==> src/hw/rtl/mdm_pkg.sv <==
// ----------------------------------------------------------------------------
// mdm_pkg
// Shared constants, codes and controller/datapath interface types for the
// multi-pattern nucleotide matcher.
// ----------------------------------------------------------------------------
package mdm_pkg;

  // Sizes of the automaton.
  localparam int NODES  = 1024;
  localparam int NW     = $clog2(NODES);
  localparam int CNT_W  = NW + 1;
  localparam int PATS   = 10;
  localparam int PC_W   = $clog2(PATS + 1);
  localparam int PI_W   = $clog2(PATS);
  localparam int SYMS   = 4;
  localparam int SYM_W  = 2;
  localparam int WT_W   = 11;
  localparam int SC_W   = 15;
  localparam int MODE_W = 3;
  localparam int ERR_W  = 2;

  // Item modes.
  localparam logic [MODE_W-1:0] MODE_SYM   = 3'd0;
  localparam logic [MODE_W-1:0] MODE_END   = 3'd1;
  localparam logic [MODE_W-1:0] MODE_BUILD = 3'd2;
  localparam logic [MODE_W-1:0] MODE_MATCH = 3'd3;
  localparam logic [MODE_W-1:0] MODE_CLEAR = 3'd4;

  // Error codes.
  localparam logic [ERR_W-1:0] ERR_OK    = 2'd0;
  localparam logic [ERR_W-1:0] ERR_NODES = 2'd1;
  localparam logic [ERR_W-1:0] ERR_PATS  = 2'd2;
  localparam logic [ERR_W-1:0] ERR_LINKS = 2'd3;

  // Micro-operations issued by the controller to the datapath.
  typedef enum logic [4:0] {
    OP_NOP, OP_CLR, OP_LOAD, OP_DISP, OP_P0, OP_E0, OP_E1,
    OP_MRD, OP_MCHK, OP_MMASK, OP_MSEEN,
    OP_BINIT, OP_BPOP, OP_BNOW, OP_BROW, OP_BSYM, OP_BFRD, OP_BFCHK,
    OP_BSET, OP_BMF, OP_BMC, OP_BNEXT, OP_BDONE,
    OP_FRD, OP_SCORE, OP_EMIT
  } op_t;

  typedef struct packed {
    op_t op;
  } cmd_t;

  typedef struct packed {
    logic [MODE_W-1:0] mode;
    logic              links;
    logic              pc_full;
    logic              clr_last;
    logic              m_stop;
    logic              q_empty;
    logic              root_now;
    logic              c_zero;
    logic              f_stop;
    logic              s_last;
    logic              score_last;
    logic              out_free;
  } stat_t;

endpackage

==> src/hw/rtl/mdm_ctrl.sv <==
// ----------------------------------------------------------------------------
// mdm_ctrl
// Sequencer that steps the datapath through clearing, loading, link
// building, matching and result scoring.
// ----------------------------------------------------------------------------
module mdm_ctrl (
  input  logic          clk,
  input  logic          rst,
  input  logic          in_valid,
  output logic          in_ready,
  input  mdm_pkg::stat_t stat,
  output mdm_pkg::cmd_t  cmd
);
  import mdm_pkg::*;

  typedef enum logic [24:0] {
    ST_CLEAR = 25'd1 << 0,  ST_IDLE  = 25'd1 << 1,  ST_DISP  = 25'd1 << 2,
    ST_P0    = 25'd1 << 3,  ST_E0    = 25'd1 << 4,  ST_E1    = 25'd1 << 5,
    ST_MRD   = 25'd1 << 6,  ST_MCHK  = 25'd1 << 7,  ST_MMASK = 25'd1 << 8,
    ST_MSEEN = 25'd1 << 9,  ST_BINIT = 25'd1 << 10, ST_BPOP  = 25'd1 << 11,
    ST_BNOW  = 25'd1 << 12, ST_BROW  = 25'd1 << 13, ST_BSYM  = 25'd1 << 14,
    ST_BFRD  = 25'd1 << 15, ST_BFCHK = 25'd1 << 16, ST_BSET  = 25'd1 << 17,
    ST_BMF   = 25'd1 << 18, ST_BMC   = 25'd1 << 19, ST_BNEXT = 25'd1 << 20,
    ST_BDONE = 25'd1 << 21, ST_FRD   = 25'd1 << 22, ST_SCORE = 25'd1 << 23,
    ST_EMIT  = 25'd1 << 24
  } state_t;

  state_t state, state_next;
  logic   clr_item, clr_item_next;

  assign in_ready = (state == ST_IDLE);

  // State register; reset starts with a clearing pass.
  always_ff @(posedge clk) begin
    if (rst) begin
      state    <= ST_CLEAR;
      clr_item <= 1'b0;
    end else begin
      state    <= state_next;
      clr_item <= clr_item_next;
    end
  end

  // Next state and command.
  always_comb begin
    state_next    = state;
    clr_item_next = clr_item;
    cmd.op        = OP_NOP;
    unique case (state)
      ST_CLEAR: begin
        cmd.op = OP_CLR;
        if (stat.clr_last) begin
          state_next    = clr_item ? ST_FRD : ST_IDLE;
          clr_item_next = 1'b0;
        end
      end
      ST_IDLE: begin
        if (in_valid) begin
          cmd.op     = OP_LOAD;
          state_next = ST_DISP;
        end
      end
      ST_DISP: begin
        cmd.op = OP_DISP;
        priority if (stat.mode == MODE_SYM) begin
          state_next = ST_P0;
        end else if (stat.mode == MODE_END) begin
          state_next = stat.pc_full ? ST_FRD : ST_E0;
        end else if (stat.mode == MODE_BUILD) begin
          state_next = ST_BINIT;
        end else if (stat.mode == MODE_MATCH) begin
          state_next = stat.links ? ST_MRD : ST_FRD;
        end else if (stat.mode == MODE_CLEAR) begin
          state_next    = ST_CLEAR;
          clr_item_next = 1'b1;
        end else begin
          state_next = ST_FRD;
        end
      end
      ST_P0: begin
        cmd.op     = OP_P0;
        state_next = ST_FRD;
      end
      ST_E0: begin
        cmd.op     = OP_E0;
        state_next = ST_E1;
      end
      ST_E1: begin
        cmd.op     = OP_E1;
        state_next = ST_FRD;
      end
      ST_MRD: begin
        cmd.op     = OP_MRD;
        state_next = ST_MCHK;
      end
      ST_MCHK: begin
        cmd.op     = OP_MCHK;
        state_next = stat.m_stop ? ST_MMASK : ST_MRD;
      end
      ST_MMASK: begin
        cmd.op     = OP_MMASK;
        state_next = ST_MSEEN;
      end
      ST_MSEEN: begin
        cmd.op     = OP_MSEEN;
        state_next = ST_FRD;
      end
      ST_BINIT: begin
        cmd.op     = OP_BINIT;
        state_next = ST_BPOP;
      end
      ST_BPOP: begin
        if (stat.q_empty) begin
          state_next = ST_BDONE;
        end else begin
          cmd.op     = OP_BPOP;
          state_next = ST_BNOW;
        end
      end
      ST_BNOW: begin
        cmd.op     = OP_BNOW;
        state_next = ST_BROW;
      end
      ST_BROW: begin
        cmd.op     = OP_BROW;
        state_next = ST_BSYM;
      end
      ST_BSYM: begin
        cmd.op = OP_BSYM;
        priority if (stat.c_zero) begin
          state_next = ST_BNEXT;
        end else if (stat.root_now) begin
          state_next = ST_BSET;
        end else begin
          state_next = ST_BFRD;
        end
      end
      ST_BFRD: begin
        cmd.op     = OP_BFRD;
        state_next = ST_BFCHK;
      end
      ST_BFCHK: begin
        cmd.op     = OP_BFCHK;
        state_next = stat.f_stop ? ST_BSET : ST_BFRD;
      end
      ST_BSET: begin
        cmd.op     = OP_BSET;
        state_next = ST_BMF;
      end
      ST_BMF: begin
        cmd.op     = OP_BMF;
        state_next = ST_BMC;
      end
      ST_BMC: begin
        cmd.op     = OP_BMC;
        state_next = ST_BNEXT;
      end
      ST_BNEXT: begin
        cmd.op     = OP_BNEXT;
        state_next = stat.s_last ? ST_BPOP : ST_BSYM;
      end
      ST_BDONE: begin
        cmd.op     = OP_BDONE;
        state_next = ST_FRD;
      end
      ST_FRD: begin
        cmd.op     = OP_FRD;
        state_next = ST_SCORE;
      end
      ST_SCORE: begin
        cmd.op = OP_SCORE;
        if (stat.score_last) begin
          state_next = ST_EMIT;
        end
      end
      ST_EMIT: begin
        if (stat.out_free) begin
          cmd.op     = OP_EMIT;
          state_next = ST_IDLE;
        end
      end
      default: begin
        state_next = ST_CLEAR;
      end
    endcase
  end

endmodule

==> config.mk <==
export PLATFORM = sky130hd
export DESIGN_NAME = mdm_ctrl
export DESIGN_NICKNAME = d
export VERILOG_FILES = /design/src/hw/rtl/mdm_pkg.sv /design/src/hw/rtl/mdm_ctrl.sv
export SDC_FILE = /design/constraint.sdc
export NUM_CORES = 1
export LEC_CHECK = 0
export BUFFER_PORTS_ARGS = -buffer_cell sky130_fd_sc_hd__buf_2
export CORE_MARGIN = 2
export CORE_UTILIZATION = 57
export DETAILED_ROUTE_END_ITERATION = 12
export GPL_TIMING_DRIVEN = 0
export PLACE_DENSITY = 0.89
export REMOVE_ABC_BUFFERS = 1
export SKIP_LAST_GASP = 1
export SLEW_MARGIN = 20
export SYNTH_ARGS = -nofsm -noshare
export SYNTH_HDL_FRONTEND = slang
export SYNTH_SLANG_ARGS = --single-unit
==> constraint.sdc <==
create_clock -name clk -period 2.75 [get_ports clk]
set_input_delay 0.1375 -clock clk [delete_from_list [all_inputs] [get_ports clk]]
set_output_delay 0.1375 -clock clk [all_outputs]
set_load 0.1 [all_outputs]
* Yosys cells after proc, flatten, opt, wreduce, memory -nomap -nowiden
Index checks and enable logic that the tools add are counted.
Operators by class: equality and inequality tests 38, muxes and demuxes 30, reduce and logical (&&, ||, !) cells 5
Operators with widths (count):
- $pmux 25 s22 | 1
- $mux 23 | 8
- $pmux 5 s25 | 1
- $mux 25 | 4
- $mux 18 | 2
- $eq 25x1->1 const B | 1
- $eq 25x10->1 const B | 1
- $eq 25x11->1 const B | 1
- $eq 25x12->1 const B | 1
- $eq 25x13->1 const B | 1
- $eq 25x14->1 const B | 1
- $eq 25x15->1 const B | 1
- $eq 25x16->1 const B | 1
- $eq 25x17->1 const B | 1
- $eq 25x18->1 const B | 1
- $eq 25x19->1 const B | 1
- $eq 25x2->1 const B | 1
- $eq 25x20->1 const B | 1
- $eq 25x21->1 const B | 1
- $eq 25x22->1 const B | 1
- $eq 25x23->1 const B | 1
- $eq 25x24->1 const B | 1
- $eq 25x25->1 const B | 1
- $eq 25x3->1 const B | 1
- other kinds (24) | 38
Word-level totals: bits in registers 26, input bits 17, output and inout port bits 6, logic and storage cells 75

* Longest topological paths before layout
depth in word-level cells 7, gate-level depth with buffers 8, gate-level depth less buffers 6

* Worst setup path before layout
Ideal clock, no wire load.
path kind reg2out, start point register state[20], end point output cmd[1] (netlist bit), arrival 5450 ps, data required time 2612 ps, path slack -2838 ps, stages on the path, launching flop included 6, path buffers 0, cells stage by stage dfxtp_1 -> or4_4 -> or3_4 -> nor4_1 -> nand2_1 -> nand4_1
RTL lines:
- start: declaration | line mdm_ctrl.sv:28 | state_t state, state_next;
- start signal: assignment | line mdm_ctrl.sv:39 | state <= state_next;
- end: declaration | line mdm_ctrl.sv:12 | output mdm_pkg::cmd_t cmd

==> flow_summary.rst <==
.. list-table::
   :header-rows: 1

   * - Metric
     - Value
   * - Status
     - complete, but fails checks
   * - Violated checks
     - DRC, setup timing
   * - Pin slew with the least headroom to its limit
     - 558 ps
   * - Post-DP HPWL
     - 3300 um
   * - Most frequent cell after synthesis
     - dfxtp_1
   * - Final Slew Violations
     - 0
   * - Core footprint
     - 0.00281 mm^2
   * - Fin. Hold Viols
     - 0
   * - Portion of the post-synthesis area used by sequential elements
     - 30.3%
   * - Routability congestion estimate
     - 0.947
   * - Cell-internal power
     - 0.000526 W
   * - Area share of the largest cell type after synthesis
     - 30.3%
   * - Top cell type by total area after synthesis
     - dfxtp_1
   * - Via count normalized by instance count
     - 6.79
   * - Endpoint kind of the worst setup timing path
     - output pin
   * - Post-synthesis sequential element count
     - 26
   * - Proportion of power drawn by combinational gates
     - 30.7%
   * - Most used DFF post-synth
     - dfxtp_1
   * - Logic depth of the worst register-to-register path
     - 5
   * - Hold-critical path depth
     - 2
   * - Data arrival, critical path
     - 2630 ps
   * - Vias in the first global route
     - 1594
   * - Cell leakage power
     - 0.801 nW
   * - Mean area per synthesized cell
     - 8.03 um^2
   * - Number of enable flip-flop cells after synthesis
     - 0
   * - Top-Level Pins
     - 23
   * - Post-synthesis async set-or-reset flop share
     - 0%
   * - Power per cell area
     - 387 mW/mm^2
   * - Critical Path Fanout Max
     - 6
   * - Shortest period the worst path allows
     - 2760 ps
   * - Global-route track usage on met3
     - 5.05%
   * - Share of power burned in registers
     - 49.2%
   * - Cell area after layout
     - 0.00208 mm^2
   * - Antenna violation net count after detailed routing
     - 0
   * - Initial antenna violation count
     - 0
   * - Reg-to-reg setup timing slack
     - 380 ps
   * - Fraction of layout cells with a size suffix above 1
     - 25.1%
   * - Source-to-sink clock delay at the later pin of the worst-skew pair
     - 330 ps
   * - First-pass GRT wire length
     - 7290 um
   * - Clk_skew
     - 9.67 ps
   * - Number of nets in the layout
     - 258
   * - Power Total
     - 0.000805 W
   * - Met2 Track Usage GR
     - 43.7%
   * - Number of diodes
     - 0
   * - Starting Density
     - 61.3%
   * - Wire length per cell after detailed routing
     - 17.6 um
   * - Final period util
     - 100%
   * - Y dimension of the die
     - 58.9 um
   * - Origin of the worst min-delay path
     - stat[8]
   * - Clock Power Share
     - 20.1%
   * - Root Buffer
     - clkbuf_4
   * - Floorplan die width
     - 58.9 um
   * - Number of warning messages in the yosys log
     - 0
   * - RSZ-0062 raised after global routing
     - yes
   * - First DRT Iteration DRCs
     - 172
   * - Final WL
     - 4750 um
   * - Number of violations of the max-capacitance limit
     - 0
   * - Class of the worst hold path
     - input port to register
   * - Clock slew seen by the registers of the worst setup and hold paths
     - 140 ps
   * - Start of the worst register-to-register path
     - state[21]
   * - # setup viols final
     - 1
   * - Final routed DRC violation total
     - 1
   * - Tot GR Track Use
     - 27.6%
   * - Global routing's busiest layer
     - met2
   * - Post-Synthesis Cells
     - 214
   * - GR met1 Demand/Resource
     - 38.4%
   * - Endpoint of the most critical register-to-register path
     - state[5]
   * - Switching Fraction
     - 34.7%
   * - Growth of design area from synthesis to finish
     - 21.0%
   * - Netlist area before placement
     - 0.00172 mm^2
   * - Unique masters post-synth
     - 51
   * - Vias
     - 1834
   * - Most frequent cells after synthesis
     - dfxtp_1, nor2_1, nor4_1
   * - Port Buffer Count
     - 22
   * - Post-layout instance count excluding filler cells
     - 270
   * - Full die area
     - 0.00347 mm^2
   * - TritonCTS clock tree
     - built
   * - Maximum vdd ir drop
     - 0.223 mV
   * - Floorplan row count
     - 19
   * - Max H-tree Level
     - 1
   * - Number of CTS-inserted buffers
     - 3
   * - Cell types with the largest area share after synthesis
     - dfxtp_1, nor4_1, nor2_1
   * - Largest net degree at the start of global routing
     - 16
   * - Setup slack of the critical path after layout
     - -12.9 ps
   * - Maximum clock insertion buffer count
     - 2
   * - Cell Area, Placed
     - 0.00184 mm^2
   * - Setup TNS
     - -12.9 ps
   * - Required time worst endpoint
     - 2610 ps
   * - DR pass1 iterations
     - 12
   * - Clock Sink Count
     - 26
   * - Sw Pwr
     - 0.000279 W
   * - Min-Delay Endpoint
     - clr_item
   * - Max Fclk
     - 0.362 GHz
   * - CP startpoint kind
     - register
   * - Worst-case headroom to the max-slew limit
     - 62.4%
   * - Leftover overflow at the end of global routing
     - 0
   * - Start-to-end type of the worst setup path
     - register to output pin
   * - Placed insts
     - 261
## how the worst max path moves through the flow
| stage | start | endpoint | slack, ps | depth (start not counted) |
|---|---|---|---|---|
| 2_1_floorplan | state[20] | cmd[1] | -2840 | 5 |
| 3_3_place_gp | state[4] | cmd[3] | -110 | 6 |
| 3_5_place_dp | state[4] | cmd[3] | -110 | 6 |
| 4_1_cts | state[21] | cmd[0] | 4 | 7 |
| 5_1_grt | state[0] | cmd[2] | -110 | 7 |
| 6_report | state[0] | cmd[0] | -10 | 7 |
## through the flow
| stage | hold slack (ps) | worst slack (ps) | util [%] |
|---|---|---|---|
| finish | 17.3 | -12.9 | 74.1 |
| global route | 17.1 | -109 | 74.1 |
| CTS | 14.2 | 3.80 | 70.8 |
| detailed placement | 327 | -115 | 65.4 |
| global placement | 327 | -112 | 65.4 |
| floorplan | 207 | -2840 | - |
## final cells by class
cell class              instances  area (um^2)
well taps                      31         38.8
repair buffers                 28          188
fillers                       208          726
clock buffers                   3         22.5
inverters                       9         33.8
multi-input cells             173         1270
flip-flops and latches         26          524
## layer usage
metal	vias to the layer above	part of all wire, %
li1	877	-
met1	851	42
met2	91	47
met3	15	8.4
met4	0	2.6
met5	-	0
## power by group through the flow
stage / combinational, W / sequential (W) / clock (W)
finish: 0.000247 / 0.000396 / 0.000162
global route: 0.000263 / 0.000398 / 0.000179
CTS: 0.000231 / 0.000395 / 0.000164
detailed placement: 0.000208 / 0.000402 / 0
global placement: 0.000206 / 0.000402 / 0
floorplan: 0.000161 / 0.000399 / 0
## critical path: stages (launching register included)
cell     delay, ps
dfxtp_1        400
nor4_2         430
and4b_1        340
nand3_2        150
or3_1          380
and4b_1        220
nand4_1        140
buf_8          220
## what timing repair did
item / in CTS / in global routing
hold endpoints to repair: 2 / 0
pin swaps: 1 / 2
endpoints found under the setup margin: 5 / 5
resized for setup: 23 / 15
hold buffers: 2 / 0
setup buffers: 1 / 3
## sequential cells by signal, indices dropped and copies added, names as in the netlist
name / cells
state: 25
clr_item: 1
## cells in the final DEF (no fill, tap or decap), drive strengths merged, types with 3 or more instances in the layout
| cell | n |
|---|---|
| nand4 | 8 |
| nor4 | 18 |
| inv | 9 |
| nor2 | 25 |
| nand2b | 10 |
| and4b | 3 |
| nor2b | 3 |
| nand3b | 3 |
| nor3b | 4 |
| or3 | 6 |
| or4b | 4 |
| and4 | 3 |
| buf | 26 |
| a21oi | 7 |
| dfxtp | 26 |
| xnor2 | 4 |
| nor4b | 6 |
| nor3 | 11 |
| xor2 | 3 |
| clkbuf | 3 |
| or4 | 6 |
| nand2 | 13 |
| nand3 | 7 |
## logic make-up (layout without fill, tap and decap cells)
logic type                after synthesis  after routing  synth area share, %
xor gates and xnor gates                7              7                 3.57
DFF                                    26             26                 30.3
buffers and inverters                  15             40                 3.86
and+or+nand+nor                       137            137                 49.9
AOI/OAI and AO/OA                      29             29                 12.4
Power figures use the tool's default switching activity.
